File: src/rtl/sls_pkg.sv
package sls_pkg;

  localparam int CFG_ADDR_W = 3;
  localparam int CFG_DATA_W = 16;

  typedef enum logic [CFG_ADDR_W-1:0] {
    CFG_STROBE_INTERVAL = 3'd0,
    CFG_DOT_TIME        = 3'd1,
    CFG_DASH_TIME       = 3'd2,
    CFG_GAP_TIME        = 3'd3,
    CFG_REPEAT_GAP_TIME = 3'd4
  } cfg_idx_t;

  typedef enum logic [1:0] {
    OP_TICK  = 2'd0,
    OP_KEY   = 2'd1,
    OP_START = 2'd2,
    OP_STOP  = 2'd3
  } op_t;

  localparam logic [7:0] KEY_W_LC = 8'h77;
  localparam logic [7:0] KEY_W_UC = 8'h57;
  localparam logic [7:0] KEY_S_LC = 8'h73;
  localparam logic [7:0] KEY_S_UC = 8'h53;
  localparam logic [7:0] KEY_F_LC = 8'h66;
  localparam logic [7:0] KEY_F_UC = 8'h46;
  localparam logic [7:0] KEY_O_LC = 8'h6f;
  localparam logic [7:0] KEY_O_UC = 8'h4f;

  localparam logic [1:0] SHADE_BLACK = 2'd0;
  localparam logic [1:0] SHADE_DIM   = 2'd1;
  localparam logic [1:0] SHADE_MID   = 2'd2;
  localparam logic [1:0] SHADE_WHITE = 2'd3;

  localparam logic [1:0] LEVEL_MIN = 2'd1;
  localparam logic [1:0] LEVEL_MAX = 2'd3;

  localparam int           SOS_STEPS = 12;
  localparam logic [3:0]   SOS_LAST  = 4'(SOS_STEPS - 1);

  typedef enum logic [2:0] {
    SYM_GAP        = 3'd0,
    SYM_DOT        = 3'd1,
    SYM_DASH       = 3'd3,
    SYM_REPEAT_GAP = 3'd5
  } sos_sym_t;

  typedef struct packed {
    op_t         opcode;
    logic [7:0]  key_code;
    logic [31:0] now_ms;
  } in_item_t;

  typedef struct packed {
    logic       fill_valid;
    logic [1:0] fill_shade;
    logic       lamp_running;
  } out_item_t;

  typedef struct packed {
    logic [CFG_DATA_W-1:0] strobe_interval;
    logic [CFG_DATA_W-1:0] dot_time;
    logic [CFG_DATA_W-1:0] dash_time;
    logic [CFG_DATA_W-1:0] gap_time;
    logic [CFG_DATA_W-1:0] repeat_gap_time;
  } cfg_regs_t;

  typedef struct packed {
    logic        lamp_active;
    logic [1:0]  level;
    logic        strobe_en;
    logic        sos_en;
    logic [31:0] last_change;
    logic [3:0]  step;
    logic        strobe_phase;
  } lamp_state_t;

  function automatic sos_sym_t sos_symbol(input logic [3:0] idx);
    sos_sym_t sym;
    case (idx)
      4'd0, 4'd1, 4'd2, 4'd8, 4'd9, 4'd10: sym = SYM_DOT;
      4'd4, 4'd5, 4'd6:                    sym = SYM_DASH;
      4'd11:                               sym = SYM_REPEAT_GAP;
      default:                             sym = SYM_GAP;
    endcase
    return sym;
  endfunction

endpackage

File: src/rtl/sls_cfg_regs.sv
module sls_cfg_regs (
  input  logic                          clk,
  input  logic                          rst_n,
  input  logic                          cfg_we,
  input  logic [sls_pkg::CFG_ADDR_W-1:0] cfg_addr,
  input  logic [sls_pkg::CFG_DATA_W-1:0] cfg_wdata,
  output sls_pkg::cfg_regs_t            cfg_o
);
  import sls_pkg::*;

  cfg_regs_t cfg_r;
  cfg_regs_t cfg_nxt;

  always_comb begin
    cfg_nxt = cfg_r;
    if (cfg_we) begin
      unique case (cfg_addr)
        CFG_STROBE_INTERVAL: cfg_nxt.strobe_interval = cfg_wdata;
        CFG_DOT_TIME:        cfg_nxt.dot_time        = cfg_wdata;
        CFG_DASH_TIME:       cfg_nxt.dash_time       = cfg_wdata;
        CFG_GAP_TIME:        cfg_nxt.gap_time        = cfg_wdata;
        CFG_REPEAT_GAP_TIME: cfg_nxt.repeat_gap_time = cfg_wdata;
        default: ;
      endcase
    end
  end

  always_ff @(posedge clk) begin
    if (!rst_n) begin
      cfg_r.strobe_interval <= 16'd60;
      cfg_r.dot_time        <= 16'd200;
      cfg_r.dash_time       <= 16'd500;
      cfg_r.gap_time        <= 16'd200;
      cfg_r.repeat_gap_time <= 16'd1400;
    end else begin
      cfg_r <= cfg_nxt;
    end
  end

  assign cfg_o = cfg_r;

endmodule

File: src/rtl/sls_core.sv
module sls_core (
  input  logic                  clk,
  input  logic                  rst_n,
  input  logic                  fire,
  input  sls_pkg::in_item_t     item,
  input  sls_pkg::cfg_regs_t    cfg,
  output sls_pkg::out_item_t    result,
  output sls_pkg::lamp_state_t  state_o
);
  import sls_pkg::*;

  lamp_state_t state_r;
  lamp_state_t state_nxt;

  function automatic logic [1:0] paint_shade(input logic sos, input logic [1:0] level);
    logic [1:0] shade;
    if (sos) begin
      shade = SHADE_BLACK;
    end else if (level == LEVEL_MAX) begin
      shade = SHADE_WHITE;
    end else if (level == 2'd2) begin
      shade = SHADE_MID;
    end else begin
      shade = SHADE_DIM;
    end
    return shade;
  endfunction

  function automatic logic [15:0] step_interval(input sos_sym_t sym, input cfg_regs_t c);
    logic [15:0] ivl;
    case (sym)
      SYM_DOT:        ivl = c.dot_time;
      SYM_DASH:       ivl = c.dash_time;
      SYM_REPEAT_GAP: ivl = c.repeat_gap_time;
      default:        ivl = c.gap_time;
    endcase
    return ivl;
  endfunction

  logic [31:0] elapsed;
  logic [3:0]  idx;
  sos_sym_t    sym;
  logic        valid;
  logic [1:0]  shade;

  assign elapsed = item.now_ms - state_r.last_change;
  assign idx     = (state_r.step <= SOS_LAST) ? state_r.step : 4'd0;
  assign sym     = sos_symbol(idx);

  always_comb begin
    state_nxt = state_r;
    valid     = 1'b0;
    shade     = SHADE_BLACK;
    unique case (item.opcode)
      OP_START: begin
        state_nxt.lamp_active = 1'b1;
        state_nxt.level       = LEVEL_MAX;
        state_nxt.strobe_en   = 1'b0;
        state_nxt.sos_en      = 1'b0;
        valid                 = 1'b1;
      end
      OP_STOP: begin
        state_nxt.lamp_active = 1'b0;
      end
      OP_KEY: begin
        case (item.key_code) inside
          KEY_W_LC, KEY_W_UC: begin
            if (state_r.level < LEVEL_MAX) state_nxt.level = state_r.level + 2'd1;
            valid = 1'b1;
          end
          KEY_S_LC, KEY_S_UC: begin
            if (state_r.level > LEVEL_MIN) state_nxt.level = state_r.level - 2'd1;
            valid = 1'b1;
          end
          KEY_F_LC, KEY_F_UC: begin
            state_nxt.strobe_en = !state_r.strobe_en;
            state_nxt.sos_en    = 1'b0;
            valid               = 1'b1;
          end
          KEY_O_LC, KEY_O_UC: begin
            state_nxt.sos_en    = !state_r.sos_en;
            state_nxt.strobe_en = 1'b0;
            state_nxt.step      = 4'd0;
            valid               = 1'b1;
          end
          default: ;
        endcase
      end
      OP_TICK: begin
        if (state_r.lamp_active) begin
          if (state_r.strobe_en) begin
            if (elapsed > {16'd0, cfg.strobe_interval}) begin
              state_nxt.last_change  = item.now_ms;
              state_nxt.strobe_phase = !state_r.strobe_phase;
              valid                  = 1'b1;
              shade = state_nxt.strobe_phase ? SHADE_WHITE : SHADE_BLACK;
            end
          end else if (state_r.sos_en) begin
            if (elapsed > {16'd0, step_interval(sym, cfg)}) begin
              state_nxt.last_change = item.now_ms;
              valid                 = 1'b1;
              shade = (sym == SYM_DOT || sym == SYM_DASH) ? SHADE_WHITE : SHADE_BLACK;
              state_nxt.step = (idx == SOS_LAST) ? 4'd0 : idx + 4'd1;
            end
          end
        end
      end
      default: ;
    endcase
    // start and keys repaint from the updated state
    if (valid && item.opcode != OP_TICK) begin
      shade = paint_shade(state_nxt.sos_en, state_nxt.level);
    end
  end

  always_ff @(posedge clk) begin
    if (!rst_n) begin
      state_r.lamp_active  <= 1'b0;
      state_r.level        <= LEVEL_MAX;
      state_r.strobe_en    <= 1'b0;
      state_r.sos_en       <= 1'b0;
      state_r.last_change  <= 32'd0;
      state_r.step         <= 4'd0;
      state_r.strobe_phase <= 1'b0;
    end else if (fire) begin
      state_r <= state_nxt;
    end
  end

  assign result.fill_valid   = valid;
  assign result.fill_shade   = shade;
  assign result.lamp_running = state_nxt.lamp_active;
  assign state_o             = state_r;

endmodule

File: src/rtl/sos_strobe_lamp_sequencer_unit.sv
// SOS / strobe lamp sequencer. Every accepted item (tick, key, start, stop)
// yields exactly one result item. An item is held in an input register,
// processed in a single pass against the lamp state and written to the result
// register, so one item is taken per cycle; the item passes the input register
// and then the result register before its result is valid. Throughput is one
// item per cycle, limited only by stall on the result side. Configuration
// writes are applied at once and must only be issued while the block is idle.
module sos_strobe_lamp_sequencer_unit (
  input  logic                           clk,
  input  logic                           rst_n,
  input  logic                           in_valid,
  output logic                           in_stall,
  input  sls_pkg::in_item_t              in_data,
  output logic                           out_valid,
  input  logic                           out_stall,
  output sls_pkg::out_item_t             out_data,
  input  logic                           cfg_we,
  input  logic [sls_pkg::CFG_ADDR_W-1:0] cfg_addr,
  input  logic [sls_pkg::CFG_DATA_W-1:0] cfg_wdata
);
  import sls_pkg::*;

  logic        s0_valid_r;
  in_item_t    s0_item_r;
  logic        out_valid_r;
  out_item_t   out_item_r;
  logic        s0_adv;
  logic        in_xfer;
  cfg_regs_t   cfg;
  out_item_t   result;
  lamp_state_t state;

  assign s0_adv   = s0_valid_r && (!out_valid_r || !out_stall);
  assign in_stall = s0_valid_r && !s0_adv;
  assign in_xfer  = in_valid && !in_stall;

  sls_cfg_regs u_cfg (
    .clk       (clk),
    .rst_n     (rst_n),
    .cfg_we    (cfg_we),
    .cfg_addr  (cfg_addr),
    .cfg_wdata (cfg_wdata),
    .cfg_o     (cfg)
  );

  sls_core u_core (
    .clk     (clk),
    .rst_n   (rst_n),
    .fire    (s0_adv),
    .item    (s0_item_r),
    .cfg     (cfg),
    .result  (result),
    .state_o (state)
  );

  always_ff @(posedge clk) begin
    if (!rst_n) begin
      s0_valid_r <= 1'b0;
    end else if (in_xfer) begin
      s0_valid_r <= 1'b1;
    end else if (s0_adv) begin
      s0_valid_r <= 1'b0;
    end
  end

  always_ff @(posedge clk) begin
    if (in_xfer) begin
      s0_item_r <= in_data;
    end
  end

  always_ff @(posedge clk) begin
    if (!rst_n) begin
      out_valid_r <= 1'b0;
    end else if (s0_adv) begin
      out_valid_r <= 1'b1;
    end else if (!out_stall) begin
      out_valid_r <= 1'b0;
    end
  end

  always_ff @(posedge clk) begin
    if (s0_adv) begin
      out_item_r <= result;
    end
  end

  assign out_valid = out_valid_r;
  assign out_data  = out_item_r;

  a_no_repaint_black: assert property (@(posedge clk) disable iff (!rst_n)
    out_valid_r && !out_item_r.fill_valid |-> out_item_r.fill_shade == SHADE_BLACK)
    else $error("result without repaint carries a shade");

  a_modes_exclusive: assert property (@(posedge clk) disable iff (!rst_n)
    !(state.strobe_en && state.sos_en))
    else $error("strobe and SOS both enabled");

  a_level_range: assert property (@(posedge clk) disable iff (!rst_n)
    state.level != 2'd0)
    else $error("brightness level out of range");

  a_stall_held: assert property (@(posedge clk) disable iff (!rst_n)
    in_stall |-> s0_valid_r && out_valid_r && out_stall)
    else $error("input stalled without a blocked result");

  a_step_range: assert property (@(posedge clk) disable iff (!rst_n)
    state.step <= SOS_LAST)
    else $error("SOS step out of range");

endmodule
File: config.mk
export PLATFORM = sky130hd
export DESIGN_NAME = sos_strobe_lamp_sequencer_unit
export DESIGN_NICKNAME = d
export VERILOG_FILES = /design/src/rtl/sls_pkg.sv /design/src/rtl/sls_cfg_regs.sv /design/src/rtl/sls_core.sv /design/src/rtl/sos_strobe_lamp_sequencer_unit.sv
export SDC_FILE = /design/constraint.sdc
export NUM_CORES = 1
export LEC_CHECK = 0
export BUFFER_PORTS_ARGS = -buffer_cell sky130_fd_sc_hd__buf_4
export CAP_MARGIN = 25
export CORE_ASPECT_RATIO = 0.8
export CORE_UTILIZATION = 60
export CTS_CLUSTER_DIAMETER = 50
export DETAILED_ROUTE_END_ITERATION = 12
export GPL_TIMING_DRIVEN = 0
export HOLD_SLACK_MARGIN = 0.08
export MAX_ROUTING_LAYER = met4
export PLACE_DENSITY = 0.77
export SLEW_MARGIN = 10
export SYNTH_ARGS = -nofsm -noshare
export SYNTH_HDL_FRONTEND = slang
export SYNTH_SLANG_ARGS = --single-unit
File: constraint.sdc
create_clock -name clk -period 5.78 [get_ports clk]
set_input_delay 0 -clock clk [delete_from_list [all_inputs] [get_ports clk]]
set_output_delay 0 -clock clk [all_outputs]
set_load 0.1 [all_outputs]
* After elaboration in Yosys (flattened, before gate mapping)
Memories as Yosys holds them, arrays and structs flattened.
Cells that the tools add are included.
** Cells by class
- Order comparisons :: 5
- Muxes and demuxes :: 56
- $add $sub $neg :: 4
- Equal/unequal tests :: 32
- Reductions and logical operators :: 34
** Operator list (count)
- $mux W36 :: 2
- $eq A8 B7 Y1 const B :: 8
- $gt A32 B16 Y1 :: 2
- $mux W16 :: 4
- $mux W32 :: 2
- $pmux W16 S3 :: 1
- $mux W2 :: 20
- $sub A32 B32 Y32 :: 1
- $mux W4 :: 7
- $pmux W4 S2 :: 2
- $mux W1 :: 15
- $ne A2 B2 Y1 const B :: 6
- $reduce_bool A2 Y1 :: 6
- $reduce_and A10 Y1 :: 1
- $reduce_and A2 Y1 :: 5
- $reduce_and A5 Y1 :: 2
- $eq A3 B2 Y1 const B :: 3
- $eq A2 B2 Y1 const B :: 4
- $ne A2 B1 Y1 const B :: 4
- $reduce_or A2 Y1 :: 4
- $logic_not A1 Y1 :: 7
- $eq A3 B1 Y1 const B :: 2
- $eq A3 B3 Y1 const B :: 2
- $reduce_and A6 Y1 :: 1
- other kinds (16) :: 20
** Storage, ports and cells
- Register bits :: 170
- Bits in read-only memories :: 48
- Output and inout port bits :: 6
- Memories :: 1
** Memory list
- (name not given) :: words 16, bits a word 3, read ports 1, clocked after Yosys merged registers in 0, wr ports 0, line sls_pkg.sv:80 : case (idx)

* Logic depth before layout (Yosys ltp)
An unclocked memory read counts as a cell.
- Word-level depth :: 17
- Gate-level depth with buffers :: 23

* Cells and area by module
From an unflattened synthesis, not the netlist that was laid out.
** Unflattened totals
- Cells, all modules :: 1066
- Area total of the unflattened synthesis :: 9744.3 um^2
** Modules (own cells, without submodules)
- sls_core :: cells an instance 720, times used 1, seq. area each 840.8 um^2, area each 5177.5 um^2
- sls_cfg_regs :: cells an instance 292, times used 1, seq. area each 1601.5 um^2, area each 3101.7 um^2
- sos_strobe_lamp_sequencer_unit :: cells an instance 54, times used 1, seq. area each 1421.4 um^2, area each 1465.2 um^2

* Least setup slack after synthesis
OpenSTA, ideal clock, no wires.
- Path type :: register to register
- Start :: reg u_core.state_r (netlist bit u_core.state_o[3])
- End :: reg u_core.state_r (netlist bit u_core.state_o[10])
- Path slack :: 1.516 ns
- Path buffers :: 4
- Stages on the path, launching flop included :: 24
- Arrival time :: 4.146 ns
- Cell sequence :: dfxtp_1 clkbuf_1 a21boi_0 and2_1 ha_1 nor3b_1 nor2_1 clkbuf_1 nand2_1 nand3_1 o21ai_0 ha_1 a2111oi_0 o21ai_0 o21ai_0 o211ai_1 nand2_1 nand4_1 nand2_1 o22ai_1 a22o_1 buf_6 buf_12 mux2i_1
** On the way
- Longest elaborated chain between the ends :: 12
- Elaborated cells between the ends (all ways) :: 14
- Classes of those cells :: 2 x order compare; 3 x eq/ne; 6 x mux; 2 x reduce/logical; 1 x memory
** Ends and longest elaborated chain
- start: declaration :: line sls_core.sv:12 : lamp_state_t state_r;
- start signal: assignment :: line sls_core.sv:126 : state_r <= state_nxt;
- $le A4 B4 Y1 :: line sls_core.sv:47 : assign idx = (state_r.step <= SOS_LAST) ? state_r.step : 4'd0;
- $mux W4 (*) :: line sls_core.sv:47
- $mem_v2 Z16 W3 (*)
- $eq A3 B3 Y1, or another cell as far along :: line sls_core.sv:31 : case (sym)
- $pmux W16 S3 (*) :: line sls_core.sv:31
- $mux W16 (*) :: line sls_core.sv:98 : end else if (state_r.sos_en) begin
- $mux W16 (*) :: line sls_core.sv:91 : if (state_r.strobe_en) begin
- $mux W16 (*) :: line sls_core.sv:90 : if (state_r.lamp_active) begin
- $mux W16 (*) :: line sls_core.sv:54 : unique case (item.opcode)
- $gt A32 B16 Y1 (*) :: line sls_core.sv:99 : if (elapsed > {16'd0, step_interval(sym, cfg)}) begin
- $reduce_bool A2 Y1 (no source line) (*)
- $reduce_and A6 Y1 (no source line) (*)
Mark *: on every way between the ends. The rest lies on a longest branch, timed or not. The select of a mux whose other input is x is not followed.
A chain may end at the register's enable or synchronous reset.

* Worst setup path in the final report
- Start :: reg u_core.state_r (netlist bit u_core.state_o[3])
- End :: reg u_core.state_r (netlist bit u_core.state_o[27])
Same word-level chain as after synthesis.

==> results.toml <==
[drt]
drc_errors = 0
drt_iter0_drc = 577
ant_nets = 0
vias_per_cell = 5.60
wl_per_cell_um = 15.9
vias = 8640
finalWirelength_um = 24500
first_pass_iters = 7

[cts]
root_buffer = "clkbuf_16"
clk_latency_ps = 440
ctsResizeCount = 0
cts_tree = "built"
post_cts_buffers = 0
cts_buffer_depth = 2
clkTransAtPathRegs_ps = 70
clock-sinks = 169
htree_levels = 4
cts-buffers-inserted = 17

[power]
leakagePower_nw = 4.52
p_per_area_mw_per_mm2 = 241
ir_drop_mv = 0.229

[timing]
tightestPinTransition_ps = 648
fmax_mhz = 188
min_period_ps = 5310
setup_viol = 0
slew_headroom_pct = 56.8
hold-worst-slack_ps = 103
timing.final.hold_violations = 0
maxSlewViolCount = 0
rsz0062_at_grt = "no"
post-route-period-util_pct = 91.9
fin_setup_tns_ps = 0
clock_skew_ps = 11.5

[worst_setup_path]
crit_path_max_incr_delay_ps = 430
crit_buf_inv = 5
cp_top_family = "compound AO/OA/AOI/OAI gates"
critPathLaunchType = "register"
path_class = "reg2reg"
cp-end-kind = "register"
crit_chain = "clkbuf_1, a21boi_0, and2_1, ha_1, nor3b_1, buf_2, nor2_1, clkbuf_1, nand2_1, nand3_1, o21ai_0, ha_1, nand4_1, a2111oi_0, o21ai_0, o211ai_1, nand2_1, o211ai_1, nand2_1, o22ai_1, a22o_1, buf_6, buf_12, mux2i_1"
worst_ep_required_time_ps = 6140
path_max_fanout = 10
cp.depth = 24
crit_slowest_cell = "clkbuf_1"
arrival_ps = 5670
cp_common_cell = "nand2_1"
rr_worst_depth = 24

[hold_path]
holdPathStages = 5
hp-class = "in2reg"

[die]
fp.dieArea_mm2 = 0.0167
die_w_um = 144
core_mm2 = 0.0158
row_count = 41
num_io_pins = 72
die_h_um = 116
initial_core_util_pct = 61.5

[synthesis]
syn_area_per_cell_um2 = 8.37
yosysSeqAreaShare_pct = 39.5
yosys.cell_types.count = 65
synth_top_cell_area_share_pct = 25.6
synthTopCellsByCount = "298 x nand2_1, 124 x dfxtp_1, 71 x ha_1, 66 x inv_1, 60 x a21boi_0"
synth_flop_cell = "dfxtp_1"
synth_area_mm2 = 0.00971
synthTopCellsByArea = "dfxtp_1 26%, edfxtp_1 14%, nand2_1 12%, ha_1 9.1%, a21boi_0 4.6%"
ys_seq_elements = 169
synth-edff-count = 45
yosysTopAreaCell = "dfxtp_1"
syn-num-nets = 1299
synth.most_common_cell = "nand2_1"
netlist_instances = 1161
synthArstFlopShare_pct = 0
yosysWarnings = 0

[placed_design]
gp_congestion = 0.923
port_buffers = 69
dp_hpwl_um = 17800
place_area_mm2 = 0.0105

[layout]
fin_nets = 1452
fillers = 1237
final_cell_area_mm2 = 0.0118
insertedDiodeCount = 0
area_growth_syn_to_layout_pct = 21.0
seqCellArea_mm2 = 0.00383
layout-drive-gt1-share_pct = 9.12
multi_input_area_mm2 = 0.00537
utilization_pct = 74.4

[run]
max_cap_violations = 0

[global_route]
grt_max_degree = 29
antenna_found_initial = 0
grt_first_pass_wirelength_um = 39500
gr-total-overflow = 0
grt_pass1_vias = 8076
grt_usage_pct = 31.5

[outcome]
status = "completed"
metal layers:
metal / track usage [%] / vias to the layer above / share of wire (%) / wire [um]
li1: - / 4381 / - / -
met1: 41.7 / 4000 / 48 / 11800
met2: 50.6 / 238 / 46 / 11200
met3: 5.21 / 21 / 5.1 / 1250
met4: 6.81 / 0 / 0.91 / 222
met5: - / - / 0 / 0
layout by cell type (no fill, tap or decap), drive strengths merged, types with 43 or more instances in the layout:
cell           n
o21ai         49
edfxtp        45
dlygate4sd3   63
inv           77
ha            71
nand2        298
nand3         43
clkbuf        69
a21boi        60
a21oi         58
dfxtp        124
buf           75
through the flow:
stage          std cells  worst slack [ps]  power, mW
5_1_grt             1542              14.8       2.94
4_1_cts             1542               589       2.84
3_5_place_dp        1447               620       1.67
2_1_floorplan       1161              1520       1.54
3_3_place_gp        1445               315       1.66
6_report            1542               470       2.84
registers in the layout, indices dropped and copies added, names as in the netlist:
signal	flops
s0_item_r	41
out_valid	1
u_cfg.cfg_o	80
s0_valid_r	1
u_core.state_o	42
out_data	4
final cells by class:
type	instances	share of cell area (%)
plain buffers	56	2.28
clock buffers	17	3.62
clock inverters	15	1.44
inverters	66	2.11
multi-input cells	870	45.7
flip-flops and latches	169	32.6
well taps	215	2.29
repair buffers	134	9.98
power by group:
part / switching [mW] / internal [mW] / leakage [nW]
registers: 0.0202 / 1.25 / 1.44
clock network: 0.565 / 0.587 / 0.286
logic: 0.235 / 0.177 / 2.79
repair_timing:
action                                  4_1_cts  5_1_grt
hold endpoints to repair                    136        0
hold buffers                                 63        0
endpoints found under the setup margin        0        0
kinds of logic (layout without fill, tap and decap cells):
kind of cell	after synthesis	in the layout	synth area share, %
AOI/OAI and AO/OA	270	270	18.8
and+or+nand+nor	463	463	20.6
adders and majority gates	72	72	9.35
DFF	169	169	39.5
xor gates and xnor gates	23	23	2.07
buffers and inverters	122	288	5.31
muxes	42	42	4.38
worst min-delay path: stages:
cell and delay (ps):
buf_4 90, nor2b_1 90, nand2_1 120, nand2_1 50
a21boi_0 140
final timing paths:
path                                           end                from  slack (ps)
worst min-delay path               u_cfg.cfg_o[65]         cfg_addr[2]         100
worst min register to register  u_core.state_o[19]  u_core.state_o[19]         460
worst max register to register  u_core.state_o[27]   u_core.state_o[3]         470
worst max-delay path            u_core.state_o[27]   u_core.state_o[3]         470
Note: power is estimated with default switching activity, not from simulation.
